`config.mk`:
```
export PLATFORM = sky130hd
export DESIGN_NAME = access_breakpoint_matcher
export DESIGN_NICKNAME = d
export VERILOG_FILES = /design/src/rtl/core/abm_pkg.sv /design/src/rtl/core/abm_cond_cell.sv /design/src/rtl/core/abm_hit_unit.sv /design/src/rtl/core/access_breakpoint_matcher.sv
export SDC_FILE = /design/constraint.sdc
export NUM_CORES = 1
export LEC_CHECK = 0
export ABC_AREA = 1
export BUFFER_PORTS_ARGS = -buffer_cell sky130_fd_sc_hd__clkbuf_2
export CAP_MARGIN = 20
export CORE_ASPECT_RATIO = 1.4
export CORE_UTILIZATION = 45
export DETAILED_ROUTE_END_ITERATION = 8
export PLACE_DENSITY = 0.63
export SYNTH_ARGS = -nofsm -noshare
export SYNTH_HDL_FRONTEND = slang
export SYNTH_SLANG_ARGS = --single-unit
```
`constraint.sdc`:
```
create_clock -name i_clk -period 3.8 [get_ports i_clk]
set_input_delay 0 -clock i_clk [delete_from_list [all_inputs] [get_ports i_clk]]
set_output_delay 0 -clock i_clk [all_outputs]
set_load 0.005 [all_outputs]
```
`src/rtl/core/abm_pkg.sv`:
```
package abm_pkg;

    localparam int NUM_BREAKPOINTS_DEF = 4;
    localparam int NUM_CONDITIONS_DEF  = 6;
    localparam int HIT_COUNT_WIDTH_DEF = 16;
    localparam int ADDRESS_WIDTH_DEF   = 20;

    localparam int OP_W           = 3;
    localparam int KIND_W         = 3;
    localparam int BP_SEL_W       = 2;
    localparam int CFG_INDEX_W    = 3;
    localparam int WRITABLE_SLOTS = 6;
    localparam int MASK_OUT_W     = 4;
    localparam int HITS_OUT_W     = 16;
    localparam int NUM_HITS_OUT   = 4;

    localparam logic [CFG_INDEX_W-1:0] CFG_ACTIVE_MASK = 3'd6;

    localparam logic [OP_W-1:0] OP_EXEC     = 3'd0;
    localparam logic [OP_W-1:0] OP_READ     = 3'd1;
    localparam logic [OP_W-1:0] OP_WRITE    = 3'd2;
    localparam logic [OP_W-1:0] OP_PORT_IN  = 3'd3;
    localparam logic [OP_W-1:0] OP_PORT_OUT = 3'd4;
    localparam logic [OP_W-1:0] OP_ACK      = 3'd5;

    localparam logic [KIND_W-1:0] KIND_NONE     = 3'd0;
    localparam logic [KIND_W-1:0] KIND_EXEC     = 3'd1;
    localparam logic [KIND_W-1:0] KIND_READ     = 3'd2;
    localparam logic [KIND_W-1:0] KIND_WRITE    = 3'd3;
    localparam logic [KIND_W-1:0] KIND_PORT_IN  = 3'd4;
    localparam logic [KIND_W-1:0] KIND_PORT_OUT = 3'd5;

    // Acknowledge and the unused op codes map to no kind, so they never match.
    function automatic logic [KIND_W-1:0] op_to_kind(input logic [OP_W-1:0] op);
        logic [KIND_W-1:0] kind;
        unique case (op)
            OP_EXEC:     kind = KIND_EXEC;
            OP_READ:     kind = KIND_READ;
            OP_WRITE:    kind = KIND_WRITE;
            OP_PORT_IN:  kind = KIND_PORT_IN;
            OP_PORT_OUT: kind = KIND_PORT_OUT;
            default:     kind = KIND_NONE;
        endcase
        return kind;
    endfunction

endpackage

```
`src/rtl/core/abm_cond_cell.sv`:
```
module abm_cond_cell
    import abm_pkg::*;
#(
    parameter int SLOT            = 0,
    parameter int ADDRESS_WIDTH   = ADDRESS_WIDTH_DEF,
    parameter int NUM_BREAKPOINTS = NUM_BREAKPOINTS_DEF
) (
    input  logic                         i_clk,
    input  logic                         i_rst_n,
    input  logic                         i_cfg_we,
    input  logic [CFG_INDEX_W-1:0]       i_cfg_index,
    input  logic [ADDRESS_WIDTH+4:0]     i_cfg_data,
    input  logic [NUM_BREAKPOINTS-1:0]   i_active,
    input  logic                         i_valid,
    output logic                         o_ready,
    input  logic [OP_W-1:0]              i_op,
    input  logic [ADDRESS_WIDTH-1:0]     i_addr,
    input  logic [NUM_BREAKPOINTS-1:0]   i_mask,
    output logic                         o_valid,
    input  logic                         i_ready,
    output logic [OP_W-1:0]              o_op,
    output logic [ADDRESS_WIDTH-1:0]     o_addr,
    output logic [NUM_BREAKPOINTS-1:0]   o_mask
);

    localparam int COND_W = ADDRESS_WIDTH + KIND_W + BP_SEL_W;

    logic [COND_W-1:0]          r_cond;
    logic                       r_valid;
    logic [OP_W-1:0]            r_op;
    logic [ADDRESS_WIDTH-1:0]   r_addr;
    logic [NUM_BREAKPOINTS-1:0] r_mask;
    logic [NUM_BREAKPOINTS-1:0] n_mask;

    logic [ADDRESS_WIDTH-1:0]   cond_addr;
    logic [KIND_W-1:0]          cond_kind;
    logic [BP_SEL_W-1:0]        cond_bp;
    logic                       cond_match;
    logic                       accept;

    assign cond_addr = r_cond[ADDRESS_WIDTH-1:0];
    assign cond_kind = r_cond[ADDRESS_WIDTH+KIND_W-1:ADDRESS_WIDTH];
    assign cond_bp   = r_cond[COND_W-1:ADDRESS_WIDTH+KIND_W];

    assign cond_match = (cond_kind != KIND_NONE) && (cond_kind == op_to_kind(i_op))
                        && (cond_addr == i_addr);

    always_comb begin
        for (int b = 0; b < NUM_BREAKPOINTS; b++) begin
            n_mask[b] = i_mask[b]
                        | (cond_match && (cond_bp == BP_SEL_W'(b)) && i_active[b]);
        end
    end

    assign o_ready = !r_valid || i_ready;
    assign accept  = i_valid && o_ready;

    always_ff @(posedge i_clk) begin
        if (!i_rst_n) begin
            r_cond  <= '0;
            r_valid <= 1'b0;
        end else begin
            if (i_cfg_we && (i_cfg_index == CFG_INDEX_W'(SLOT)) && (SLOT < WRITABLE_SLOTS)) begin
                r_cond <= i_cfg_data;
            end
            if (o_ready) begin
                r_valid <= i_valid;
            end
        end
    end

    always_ff @(posedge i_clk) begin
        if (accept) begin
            r_op   <= i_op;
            r_addr <= i_addr;
            r_mask <= n_mask;
        end
    end

    assign o_valid = r_valid;
    assign o_op    = r_op;
    assign o_addr  = r_addr;
    assign o_mask  = r_mask;

endmodule

```
`src/rtl/core/abm_hit_unit.sv`:
```
module abm_hit_unit
    import abm_pkg::*;
#(
    parameter int NUM_BREAKPOINTS = NUM_BREAKPOINTS_DEF,
    parameter int HIT_COUNT_WIDTH = HIT_COUNT_WIDTH_DEF
) (
    input  logic                                            i_clk,
    input  logic                                            i_rst_n,
    input  logic                                            i_valid,
    output logic                                            o_ready,
    input  logic [OP_W-1:0]                                 i_op,
    input  logic [NUM_BREAKPOINTS-1:0]                      i_mask,
    output logic                                            o_valid,
    input  logic                                            i_ready,
    output logic [NUM_BREAKPOINTS-1:0]                      o_mask,
    output logic                                            o_stop,
    output logic [NUM_BREAKPOINTS-1:0][HIT_COUNT_WIDTH-1:0] o_counts
);

    logic                                            r_valid;
    logic [NUM_BREAKPOINTS-1:0]                      r_mask;
    logic                                            r_stop;
    logic                                            n_stop;
    logic [NUM_BREAKPOINTS-1:0][HIT_COUNT_WIDTH-1:0] r_cnt;
    logic [NUM_BREAKPOINTS-1:0][HIT_COUNT_WIDTH-1:0] n_cnt;
    logic                                            accept;

    assign o_ready = !r_valid || i_ready;
    assign accept  = i_valid && o_ready;

    always_comb begin
        for (int b = 0; b < NUM_BREAKPOINTS; b++) begin
            if (i_mask[b] && !(&r_cnt[b])) begin
                n_cnt[b] = r_cnt[b] + HIT_COUNT_WIDTH'(1);
            end else begin
                n_cnt[b] = r_cnt[b];
            end
        end
        if (i_op == OP_ACK) begin
            n_stop = 1'b0;
        end else begin
            n_stop = r_stop | (|i_mask);
        end
    end

    always_ff @(posedge i_clk) begin
        if (!i_rst_n) begin
            r_valid <= 1'b0;
            r_stop  <= 1'b0;
            r_cnt   <= '0;
        end else begin
            if (o_ready) begin
                r_valid <= i_valid;
            end
            if (accept) begin
                r_stop <= n_stop;
                r_cnt  <= n_cnt;
            end
        end
    end

    always_ff @(posedge i_clk) begin
        if (accept) begin
            r_mask <= i_mask;
        end
    end

    assign o_valid  = r_valid;
    assign o_mask   = r_mask;
    assign o_stop   = r_stop;
    assign o_counts = r_cnt;

endmodule

```
`src/rtl/core/access_breakpoint_matcher.sv`:
```
// Pipeline: each event passes one stage per condition cell plus the counter and
// output register before its result appears.
// Throughput: one event per cycle; each stage holds when the stage after it is full.
// Reset clears the conditions to kind none, enables all breakpoints, zeroes the hit
// counters and the stop flag, and empties the pipeline.
module access_breakpoint_matcher
    import abm_pkg::*;
#(
    parameter int NUM_BREAKPOINTS = NUM_BREAKPOINTS_DEF,
    parameter int NUM_CONDITIONS  = NUM_CONDITIONS_DEF,
    parameter int HIT_COUNT_WIDTH = HIT_COUNT_WIDTH_DEF,
    parameter int ADDRESS_WIDTH   = ADDRESS_WIDTH_DEF
) (
    input  logic                                  i_clk,
    input  logic                                  i_rst_n,
    input  logic                                  i_cfg_we,
    input  logic [CFG_INDEX_W-1:0]                i_cfg_index,
    input  logic [ADDRESS_WIDTH+4:0]              i_cfg_data,
    input  logic                                  s_axis_tvalid,
    output logic                                  s_axis_tready,
    // Fields from bit 0: address, zero padding to whole bytes.
    input  logic [((ADDRESS_WIDTH+7)/8)*8-1:0]    s_axis_tdata,
    // Fields from bit 0: op.
    input  logic [OP_W-1:0]                       s_axis_tuser,
    output logic                                  m_axis_tvalid,
    input  logic                                  m_axis_tready,
    // Fields from bit 0: hit_mask, stop_flag, hits_zero, hits_one, hits_two,
    // hits_three, zero padding to whole bytes.
    output logic [71:0]                           m_axis_tdata
);

    logic [NUM_BREAKPOINTS-1:0] r_active;

    logic [NUM_CONDITIONS:0]                          c_valid;
    logic [NUM_CONDITIONS:0]                          c_ready;
    logic [NUM_CONDITIONS:0][OP_W-1:0]                c_op;
    logic [NUM_CONDITIONS:0][ADDRESS_WIDTH-1:0]       c_addr;
    logic [NUM_CONDITIONS:0][NUM_BREAKPOINTS-1:0]     c_mask;

    logic [NUM_BREAKPOINTS-1:0]                       out_mask;
    logic                                             out_stop;
    logic [NUM_BREAKPOINTS-1:0][HIT_COUNT_WIDTH-1:0]  out_counts;
    logic [NUM_HITS_OUT-1:0][HITS_OUT_W-1:0]          hits;

    always_ff @(posedge i_clk) begin
        if (!i_rst_n) begin
            r_active <= '1;
        end else if (i_cfg_we && (i_cfg_index == CFG_ACTIVE_MASK)) begin
            r_active <= i_cfg_data[NUM_BREAKPOINTS-1:0];
        end
    end

    assign c_valid[0]    = s_axis_tvalid;
    assign s_axis_tready = c_ready[0];
    assign c_op[0]       = s_axis_tuser;
    assign c_addr[0]     = s_axis_tdata[ADDRESS_WIDTH-1:0];
    assign c_mask[0]     = '0;

    for (genvar g = 0; g < NUM_CONDITIONS; g++) begin : g_cell
        abm_cond_cell #(
            .SLOT            (g),
            .ADDRESS_WIDTH   (ADDRESS_WIDTH),
            .NUM_BREAKPOINTS (NUM_BREAKPOINTS)
        ) u_cell (
            .i_clk       (i_clk),
            .i_rst_n     (i_rst_n),
            .i_cfg_we    (i_cfg_we),
            .i_cfg_index (i_cfg_index),
            .i_cfg_data  (i_cfg_data),
            .i_active    (r_active),
            .i_valid     (c_valid[g]),
            .o_ready     (c_ready[g]),
            .i_op        (c_op[g]),
            .i_addr      (c_addr[g]),
            .i_mask      (c_mask[g]),
            .o_valid     (c_valid[g+1]),
            .i_ready     (c_ready[g+1]),
            .o_op        (c_op[g+1]),
            .o_addr      (c_addr[g+1]),
            .o_mask      (c_mask[g+1])
        );
    end

    abm_hit_unit #(
        .NUM_BREAKPOINTS (NUM_BREAKPOINTS),
        .HIT_COUNT_WIDTH (HIT_COUNT_WIDTH)
    ) u_hit (
        .i_clk    (i_clk),
        .i_rst_n  (i_rst_n),
        .i_valid  (c_valid[NUM_CONDITIONS]),
        .o_ready  (c_ready[NUM_CONDITIONS]),
        .i_op     (c_op[NUM_CONDITIONS]),
        .i_mask   (c_mask[NUM_CONDITIONS]),
        .o_valid  (m_axis_tvalid),
        .i_ready  (m_axis_tready),
        .o_mask   (out_mask),
        .o_stop   (out_stop),
        .o_counts (out_counts)
    );

    for (genvar g = 0; g < NUM_HITS_OUT; g++) begin : g_hits
        if (g < NUM_BREAKPOINTS) begin : g_used
            assign hits[g] = HITS_OUT_W'(out_counts[g]);
        end else begin : g_unused
            assign hits[g] = '0;
        end
    end

    assign m_axis_tdata = {3'b000, hits[3], hits[2], hits[1], hits[0], out_stop,
                           MASK_OUT_W'(out_mask)};

endmodule
```
==> impl_metrics.tcl <==
set metrics [dict create \
    totalWireLength_um 39110 \
    start_kind "register" \
    die_w_um 164.3 \
    p_leak_nw 7.863 \
    yosysWarningCount 0 \
    io_buffers 126 \
    avgRoutedWirePerCell_um 14.64 \
    cp.depth 7 \
    final_antenna_net_count 0 \
    clock_skew_ps 8.851 \
    layout_common_cells "441 x nand2_1, 340 x nor2_1, 226 x dfxtp_1, 223 x inv_1, 172 x o21ai_0" \
    vias_per_cell 4.956 \
    grt_setup_unrepaired "false" \
    crit_required_ps 3910 \
    seq_area_mm2 0.008909 \
    start_util_pct 45.97 \
    avgSynthCellArea_um2 8.251 \
    finalMaxSlewViolations 0 \
    ys_ff_latch 372 \
    fmax_mhz 440.6 \
    synthTopCellsByArea "dfxtp_1 27%, edfxtp_1 26%, nand2_1 10%, nor2_1 7.7%, o21ai_0 5.2%" \
    hold_depth 4 \
    ys_types 38 \
    vias 13240 \
    r2r_cells 7 \
    drive_above_1_share_pct 11.45 \
    grt_overflow 0 \
    crit_type "reg -> reg" \
    ys_seq_area_share_pct 53.66 \
    tightest_slew_ps 1052 \
    final_area_mm2 0.01941 \
    crit_fanout 27 \
    htree_num_levels 2 \
    grtUsageTotal_pct 21.16 \
    syn_area_mm2 0.01660 \
    crit_family "simple AND/OR/NAND/NOR gates" \
    cts_buffers 38 \
    end_kind "register" \
    ioPinCount 134 \
    core_area_mm2 0.03611 \
    clock_sinks 372 \
    root_buffer "clkbuf_16" \
    diodes 0 \
    clk_pin_slew_ps 60 \
    yosysTopAreaCellShare_pct 27.25 \
    nFillCells 3371 \
    outcome "finished, final reports clean" \
    grt_pass1_wl_um 62940 \
    crit_buf_inv 2 \
    dr.pass1.iters 5 \
    layout_commonest_cell "nand2_1" \
    placed_area_mm2 0.01762 \
    routabilityCongestion 0.9044 \
    cp_cell_sequence "nand2_2 -> inv_1 -> nand4_1 -> nor2_1 -> nand3_1 -> nand2_1 -> inv_1" \
    worstHoldPathType "in -> reg" \
    setup_viol 0 \
    cap_violations 0 \
    finalSetupTns_ps 0 \
    hold_violations 0 \
    synth_area_leader_cell "dfxtp_1" \
    postCtsSetupBuffers 0 \
    nets 2245 \
    period_needed_ps 2269 \
    critical-path-slowest-cell "inv_1" \
    cp_data_arrival_time_ps 2380 \
    drc 0 \
    die_area_mm2 0.03767 \
    row_count 82 \
    ir_drop_mv 0.3069 \
    place_hpwl_um 28040 \
    pwr_density_cell_mw_per_mm2 436.9 \
    die_y_um 229.3 \
    clk_latency_ps 540 \
    first_global_vias 12780 \
    grt_max_degree 120 \
    slew_headroom_pct 29.80 \
    clockBufferDepth 3 \
    synthCells 2012 \
    post-route-period-util_pct 59.72 \
    area_growth_pct 16.92 \
    multi_input_area_mm2 0.006559 \
    max_stage_delay_ps 450 \
    cts_tree "done" \
    antenna_found_initial 0 \
    crit_top_cell "inv_1" \
    drtIter0Drc 748 \
]
[layer usage]
layer | routed length (um) | track usage (%)
met1 | 15740 | 23.26
met2 | 20180 | 39.02
met3 | 1339 | 2.988
met4 | 1853 | 10.42
met5 | 0 | 0
[worst register-to-register path, delay by kind of cell, from the launching register on]
family / cells / cell delay [ps]
buf+inv: 2 / 550
flops: 1 / 350
simple gates: 5 / 930
[layout make-up]
cell class	instances	area share, %
clock buffer	53	5.660
clock inverter	15	0.6382
inverter	228	4.409
multi-input combinational	1353	33.79
sequential	372	45.90
tap	462	2.978
timing repair buffer	188	6.627
[sequential cells by signal (all words and copies together), names as in the netlist]
signal,cells
g_cell.u_cell.o_mask,24
g_cell.u_cell.r_cond,150
r_active,4
u_hit.o_stop,1
g_cell.u_cell.o_valid,6
u_hit.o_mask,4
g_cell.u_cell.o_addr,100
u_hit.o_counts,64
g_cell.u_cell.o_op,18
u_hit.o_valid,1
[power by group]
group	internal [mW]	switching [mW]	leakage, nW
combinational	0.176	0.288	4.06
sequential	4.25	0.0668	3.19
clock	2.15	1.55	0.610
total	6.58	1.90	7.86
[timing repair]
item	in CTS	in global routing
gates resized for setup	0	0
hold endpoints to repair	180	0
hold buffers	51	0
[path summary, 6_finish.rpt]
check	startpoint	to	slack, ps
worst min-delay path	i_cfg_index[2]	r_active[2]	8
worst max-delay path	u_hit.o_valid	g_cell[0].u_cell.o_mask[2]	1530
worst min register to register	g_cell[5].u_cell.o_op[0]	u_hit.o_stop	430
worst max register to register	u_hit.o_valid	g_cell[0].u_cell.o_mask[2]	1530
[through the flow]
stage	util (%)	instances	hold slack, ps	total power, mW	worst slack [ps]
finish	53.75	2671	7.625	8.481	1531
detailed placement	48.79	2550	212.1	4.825	1452
global route	53.75	2671	68.08	8.786	1277
global placement	48.72	2549	206.6	4.811	1502
CTS	53.59	2669	7.501	8.559	1442
floorplan	-	2014	98.87	4.652	1579
[cells by family (layout without fill, tap and decap cells)]
family                   after synthesis  after routing  synth area share, %
AO/OA/AOI/OAI                        307            307                9.873
adder cells (fa/ha/maj)                4              4               0.3015
flip-flops                           372            372                53.66
AND/OR/NAND/NOR                      930            930                23.49
buffers and inverters                289            484                6.904
XOR/XNOR                             109            109                5.751
other                                  1              3              0.02259
[synth_stat cells, drive strengths merged]
master / instances
nand2: 453
nor2: 358
inv: 227
dfxtp: 226
o21ai: 181
edfxtp: 146
a21oi: 115
xnor2: 86
nand3: 67
clkbuf: 44
nand4: 24
xor2: 23
nor3: 22
buf: 17
nand3b: 5
ha: 4
o211ai: 4
a21boi: 2
o21bai: 2
a211oi: 1
a21o: 1
clkinv: 1
conb: 1
nor3b: 1
o21a: 1
(Power assumes the default switching activity.)
